$ cat src/hdl/tkis_pkg.sv
// tkis_pkg: shared types and constants for the two-key index sort.
// Payload structs, controller state encoding and controller/datapath links.
// No dependencies.
package tkis_pkg;

    localparam int FIELD_W       = 32;
    localparam int POS_W         = 6;
    localparam int MAX_ELEMS_DEF = 64;
    localparam int KEY_WIDTH_DEF = 32;

    typedef struct packed {
        logic signed [FIELD_W-1:0] primary_key;
        logic signed [FIELD_W-1:0] secondary_key;
        logic                      last_element;
    } in_t;

    typedef struct packed {
        logic [POS_W-1:0] sorted_position;
        logic             last_rank;
    } out_t;

    typedef enum logic {
        ST_LOAD,
        ST_EMIT
    } state_t;

    typedef struct packed {
        logic insert;
        logic shift_out;
        logic clear_idx;
    } cmd_t;

    typedef struct packed {
        logic full;
        logic nonempty;
        logic last_one;
    } status_t;

endpackage

$ cat src/hdl/tkis_ctrl.sv
// tkis_ctrl: load/emit controller of the two-key index sort.
// Drives handshakes and datapath commands; depends on tkis_pkg.
module tkis_ctrl (
    input  logic              aclk,
    input  logic              aresetn,
    input  logic              s_valid,
    input  logic              s_last,
    output logic              s_ready,
    output logic              m_valid,
    input  logic              m_ready,
    output tkis_pkg::cmd_t    cmd,
    input  tkis_pkg::status_t status
);

    tkis_pkg::state_t state_reg, state_next;
    logic             m_valid_reg, m_valid_next;
    logic             slot_free;

    always_ff @(posedge aclk) begin
        if (!aresetn) begin
            state_reg   <= tkis_pkg::ST_LOAD;
            m_valid_reg <= 1'b0;
        end else begin
            state_reg   <= state_next;
            m_valid_reg <= m_valid_next;
        end
    end

    assign slot_free = !m_valid_reg || m_ready;

    always_comb begin
        state_next    = state_reg;
        cmd           = '0;
        s_ready       = 1'b0;
        unique case (state_reg)
            tkis_pkg::ST_LOAD: begin
                s_ready    = 1'b1;
                cmd.insert = s_valid && !status.full;
                if (s_valid && s_last) begin
                    state_next = tkis_pkg::ST_EMIT;
                end
            end
            tkis_pkg::ST_EMIT: begin
                cmd.shift_out = slot_free;
                if (slot_free && status.last_one) begin
                    cmd.clear_idx = 1'b1;
                    state_next    = tkis_pkg::ST_LOAD;
                end
            end
            default: begin
                state_next = tkis_pkg::ST_LOAD;
            end
        endcase
        m_valid_next = cmd.shift_out || (m_valid_reg && !m_ready);
    end

    assign m_valid = m_valid_reg;

    a_last_starts_emit: assert property (@(posedge aclk) disable iff (!aresetn)
        (s_valid && s_ready && s_last) |=> state_reg == tkis_pkg::ST_EMIT)
        else $error("last element did not start emission");

    a_emit_has_data: assert property (@(posedge aclk) disable iff (!aresetn)
        (state_reg == tkis_pkg::ST_EMIT) |-> status.nonempty)
        else $error("emitting from an empty sorted row");

    a_final_rank_ends: assert property (@(posedge aclk) disable iff (!aresetn)
        (cmd.shift_out && status.last_one) |=> (state_reg == tkis_pkg::ST_LOAD && m_valid_reg))
        else $error("final rank did not return to load");

endmodule

$ cat config.mk
export PLATFORM = sky130hd
export DESIGN_NAME = tkis_ctrl
export DESIGN_NICKNAME = d
export VERILOG_FILES = /design/src/hdl/tkis_pkg.sv /design/src/hdl/tkis_ctrl.sv
export SDC_FILE = /design/constraint.sdc
export NUM_CORES = 1
export LEC_CHECK = 0
export ABC_AREA = 0
export BUFFER_PORTS_ARGS = -buffer_cell sky130_fd_sc_hd__buf_2
export CORE_AREA = 2 2 39 41
export DETAILED_ROUTE_END_ITERATION = 10
export DIE_AREA = 0 0 41 43
export SLEW_MARGIN = 20
export SYNTH_ARGS = -nofsm -noshare
export SYNTH_HDL_FRONTEND = slang
export SYNTH_SLANG_ARGS = --single-unit
export TNS_END_PERCENT = 100
$ cat constraint.sdc
create_clock -name aclk -period 0.85 [get_ports aclk]
set_input_delay 0.17 -clock aclk [delete_from_list [all_inputs] [get_ports aclk]]
set_output_delay 0.17 -clock aclk [all_outputs]
set_load 0.005 [all_outputs]
==> results.json, run 1 <==
{
  "synthSimpleGateAreaFrac": 0.354,
  "start_util": 0.0741,
  "antenna_found_initial": 0,
  "cp_slowest_cell": "dfxtp_2",
  "setup_ws_ns": -0.220,
  "die_w_um": 41,
  "critical_path_class": "flip-flop to output port",
  "area_delta_synth_final_pct": 128,
  "setup_viol": 4,
  "gp_congestion": 0.545,
  "viasPerCell": 3.27,
  "multi_input_area_um2": 65.1,
  "drt_iter0_drc": 2,
  "rsz0062_at_grt": "true",
  "synth-seq-cells": 2,
  "ys_seq_area_frac": 0.390,
  "finalCritPeriodShare": 1.26,
  "r2r_slack_ns": 0.11,
  "htreeDepth": 1,
  "slew_headroom": 0.878,
  "peakVddDrop_mv": 0.262,
  "rows": 14,
  "drc_errors": 0,
  "fp.dieArea_um2": 1760,
  "cts_buffers": 3,
  "violations": "negative setup slack",
  "synth_compound_area_frac": 0.183,
  "grt.total_usage": 0.0561,
  "antenna_cells_inserted": 0,
  "hold_path.class": "input port to flip-flop",
  "root_buffer": "clkbuf_4",
  "drv_cap": 0,
  "routed_wl_um": 325,
  "worstPathRequired_ns": 0.68,
  "synth_area_leaders": "dfxtp_1, nand2b_4, a21oi_1",
  "grt_start_max_net_pins": 7,
  "skew_ns": 0.00307,
  "yosysWarningCount": 0,
  "cts_tree": "done",
  "hold_viol": 0,
  "synth_nets": 19,
  "worst_slew_pin_slew_ns": 0.181,
  "power_density_nw_per_um2": 1680,
  "maxClockFrequency_mhz": 935,
  "wire_per_inst_um": 7.93,
  "startpoint_type": "flip-flop",
  "slew_viol_final": 0,
  "seq_area_um2": 45.0,
  "synth.mux.area_fraction": 0,
  "hpwl_um": 250,
  "syn_area_um2": 103,
  "synth_top_family_by_area": "simple AND/OR/NAND/NOR gates",
  "synth_top_area_frac": 0.390,
  "cp_max_fo": 4,
  "ctsHoldBuffers": 0,
  "slowest_delay_ns": 0.34,
  "cp.arrival_ns": 0.90,
  "cp_cell_sequence": "nand2b_4 -> and3_4 -> buf_6",
  "nets": 35,
  "fp.coreArea_um2": 1380,
  "io_pins": 13,
  "status": "complete, but fails checks",
  "first_pass_iters": 2,
  "synth_cells": 11,
  "utilization": 0.169,
  "yosysUniqueCellTypes": 8,
  "fp.dieH_um": 43,
  "grt_pass1_vias": 145,
  "grt_pass1_wl_um": 565,
  "grt_remaining_overflow": 0,
  "final.min_clock_period_ns": 1.07,
  "drive_gt1_frac": 0.840,
  "yosysTopAreaCell": "dfxtp_1",
  "vias": 134,
  "synthAdderAreaFrac": 0,
  "numClockSinks": 2,
  "num-fill-cells": 157,
  "synth_xor_area_frac": 0,
  "port-buffer-count": 11,
  "clkTransAtPathRegs_ns": 0.03,
  "avgSynthCellArea_um2": 9.33,
  "ant_nets": 0,
  "clockBufferDepth": 2,
  "cp-end-kind": "output port",
  "holdWs_ns": 0.147,
  "p_leak_nw": 0.113,
  "clock_latency_ns": 0.23
}
[cell families after synthesis]
kind of cell / after synthesis
and+or+nand+nor: 4
DFF: 2
buffers and inverters: 2
AOI/OAI and AO/OA: 3
[timing repair]
| action | 4_1_cts | 5_1_grt |
|---|---|---|
| hold endpoints to repair | 0 | 0 |
| gates resized for setup | 10 | 0 |
| pin swaps | 3 | 0 |
| buffers inserted | 0 | 0 |
| setup endpoints to repair | 5 | 5 |
[per-layer routing]
| metal | GRT usage | wire (µm) | share of wire |
|---|---|---|---|
| met4 | 0.0800 | 13 | 0.040 |
| met5 | 0 | 0 | 0 |
| met1 | 0.0575 | 147 | 0.45 |
| met3 | 0.0314 | 55 | 0.17 |
| met2 | 0.0625 | 109 | 0.34 |
[worst max-delay path: cells and delay by family (launching register included)]
family                 cells  cell delay (ns)
DFF                        1             0.34
and+or+nand+nor            2             0.24
buffers and inverters      1             0.11
[final cells by class]
type	instances	area share
tap	16	0.0856
clock buffer	3	0.0963
multi-input combinational	7	0.278
sequential	2	0.193
inverter	2	0.0321
timing repair buffer	11	0.316
[cells in the final DEF, fill, tap and decap left out]
master / instances
a21oi_1: 2
a311oi_1: 1
and2_4: 1
and3_4: 1
buf_2: 8
buf_6: 3
clkbuf_4: 3
dfxtp_2: 1
dfxtp_4: 1
inv_1: 1
inv_2: 1
nand2b_4: 1
nor3b_2: 1
[power by group]
group / internal (mW) / switching [mW] / leakage, nW
Combinational: 0.0464 / 0.0226 / 0.0820
Clock: 0.156 / 0.0573 / 0.0138
Sequential: 0.101 / 0.00932 / 0.0175
[path summary, 6_finish.rpt]
check / depth (start not counted) / to / start
worst max-delay path: 3 / cmd[0] / m_valid$_SDFF_PN0_
worst max register to register: 2 / state_reg$_SDFF_PN0_ / state_reg$_SDFF_PN0_
worst min register to register: 1 / state_reg$_SDFF_PN0_ / state_reg$_SDFF_PN0_
worst min-delay path: 2 / state_reg$_SDFF_PN0_ / status[0]
[cells in the mapped netlist]
| master | number |
|---|---|
| nor3b_1 | 1 |
| dfxtp_1 | 2 |
| a21oi_1 | 2 |
| and3_2 | 1 |
| and2_2 | 1 |
| a311oi_1 | 1 |
| nand2b_4 | 1 |
| inv_1 | 2 |
[metrics by stage]
stage | TNS [ns] | std cells | cell area, µm² | setup slack, ns | power (mW)
floorplan | 0 | 11 | 103 | 0.0465 | 0.131
global placement | -0.0821 | 38 | 178 | -0.0518 | 0.160
detailed placement | -0.105 | 38 | 178 | -0.0661 | 0.162
CTS | -0.710 | 41 | 234 | -0.236 | 0.412
global route | -0.878 | 41 | 234 | -0.264 | 0.433
finish | -0.647 | 41 | 234 | -0.220 | 0.393
Power figures use the tool's default switching activity.
==> run 2: changes to the inputs <==
BUFFER_PORTS_ARGS = -buffer_cell sky130_fd_sc_hd__buf_4   (was -buffer_cell sky130_fd_sc_hd__buf_2)
clock period = 0.9 ns   (was 0.85 ns; I/O delays follow)
==> run 2 against run 1 <==
The flow still finishes with violations (negative setup slack); count of clock-buffer cells in the layout did not move; clock skew barely moved; utilization rose by 3.5 points; critical path type unchanged; global-route usage rose by 0.19 points; sequential power fell by 5%; hold slack improved by 0.022 ns; die area did not move; largest power group unchanged; register-to-register slack got worse by 0.07 ns; largest cell class unchanged; sequential share of layout area fell by 3.3 points; critical endpoint unchanged.
==> results.json, run 2 (same netlist as run 1, synthesis figures left out) <==
{
  "cp_cell_sequence": "nand2b_4 -> and3_4 -> buf_6",
  "cp_num_cells": 3,
  "ctsHoldBuffers": 0,
  "power_density_nw_per_um2": 1380,
  "root_buffer": "clkbuf_4",
  "hpwl_um": 261,
  "busiest_layer": "met4",
  "r2r_end": "state_reg$_SDFF_PN0_",
  "layout_commonest_cell": "buf_4",
  "critical_path_class": "flip-flop to output port",
  "viasPerCell": 3.41,
  "cts_tree": "done",
  "final_area_um2": 283,
  "hold-path-cell-count": 2,
  "layout_common_cells": "buf_4, clkbuf_4, buf_6",
  "violations": "negative setup slack",
  "cts_buffers": 3,
  "gp_congestion": 0.534,
  "grt.total_usage": 0.0581,
  "numClockSinks": 2,
  "hold_path.class": "input port to flip-flop",
  "slew_headroom": 0.875,
  "final.min_clock_period_ns": 1.08,
  "hold_viol": 0,
  "first_pass_iters": 2,
  "maxClockFrequency_mhz": 928,
  "holdWs_ns": 0.168,
  "fp.dieArea_um2": 1760,
  "design_power_total_mw": 0.391,
  "worstReg2RegStart": "m_valid$_SDFF_PN0_",
  "clockBufferDepth": 2,
  "nets": 38,
  "crit_family": "flip-flops",
  "utilization": 0.204,
  "start_util": 0.0741,
  "ant_nets": 0,
  "startpoint_type": "flip-flop",
  "fp.dieH_um": 43,
  "vias": 150,
  "instances_no_fill": 44,
  "worst_slew_pin_slew_ns": 0.188,
  "dp.cells": 38,
  "hp-start": "status[0]",
  "finalCritPeriodShare": 1.20,
  "clkTransAtPathRegs_ns": 0.03,
  "use_met2": 0.0688,
  "peakVddDrop_mv": 0.233,
  "cp_max_fo": 3,
  "slew_viol_final": 0,
  "grt_use_met1": 0.0541,
  "slowest_delay_ns": 0.34,
  "drive_gt1_frac": 0.893,
  "skew_ns": 0.00306,
  "clock_latency_ns": 0.22,
  "routed_wl_um": 370,
  "grt_start_max_net_pins": 7,
  "grt_util_met3": 0.0366,
  "drc_errors": 0,
  "drv_cap": 0,
  "die_w_um": 41,
  "rsz0062_at_grt": "true",
  "rows": 14,
  "status": "complete, but fails checks",
  "cp_slowest_cell": "dfxtp_2",
  "fp.coreArea_um2": 1380,
  "drt_iter0_drc": 2,
  "cp.arrival_ns": 0.90,
  "r2r_cells": 3,
  "htreeDepth": 1,
  "grt_pass1_vias": 162,
  "holdPathEnd": "state_reg$_SDFF_PN0_",
  "worstPathRequired_ns": 0.72,
  "grt_remaining_overflow": 0,
  "antenna_found_initial": 0,
  "io_pins": 13,
  "cp-end-kind": "output port",
  "place_area_um2": 205,
  "r2r_slack_ns": 0.04,
  "port-buffer-count": 11,
  "num-fill-cells": 157,
  "setup_ws_ns": -0.178,
  "area_delta_synth_final_pct": 176,
  "setup_viol": 4,
  "antenna_cells_inserted": 0,
  "p_leak_nw": 0.133,
  "grt_pass1_wl_um": 607,
  "critPathBufInv": 1,
  "wire_per_inst_um": 8.41
}
==> run 2: cell count changes in the layout (fill, tap and decap cells not counted), sizes merged <==
cell	before	now
buf	11	14
==> run 2: stage by stage <==
stage / TNS [ns] / worst slack (ns)
global route: -0.626 / -0.208
global placement: -0.0502 / -0.0363
CTS: -0.527 / -0.191
detailed placement: -0.0615 / -0.0398
finish: -0.485 / -0.178
floorplan: 0 / 0.0865
==> run 2: cell type report <==
class | count | area (µm²) | share of cell area
Inverter | 2 | 7.51 | 0.0265
Timing Repair Buffer | 14 | 116 | 0.412
Sequential cell | 2 | 45.0 | 0.159
Multi-Input combinational cell | 7 | 71.3 | 0.252
Tap cell | 16 | 20.0 | 0.0708
Clock buffer | 3 | 22.5 | 0.0796
==> run 2: metal layers <==
metal,routed length [µm],vias up
met1,156,67
met3,50,0
met2,163,11
li1,-,72
met5,0,-
met4,0,0
==> run 2: worst max-delay path by stage <==
stage	from	end	slack [ns]
floorplan	m_valid$_SDFF_PN0_	cmd[0]	0.09
global placement	m_ready	cmd[0]	-0.04
detailed placement	m_valid$_SDFF_PN0_	cmd[0]	-0.04
CTS	m_valid$_SDFF_PN0_	cmd[0]	-0.19
global route	m_valid$_SDFF_PN0_	cmd[0]	-0.21
finish	m_valid$_SDFF_PN0_	cmd[0]	-0.18
==> run 2: timing repair <==
item / in CTS / in global routing
gates resized for setup: 10 / 1
pin swaps: 3 / 0
hold endpoints to repair: 0 / 0
buffers inserted: 3 / 0
cloned: 0 / 0
endpoints found under the setup margin: 5 / 5
==> run 2: report_power, final <==
group          switching (mW)  leakage (nW)  internal (mW)
clock                  0.0494        0.0138          0.147
sequential            0.00955        0.0175         0.0956
combinational          0.0256         0.102         0.0642
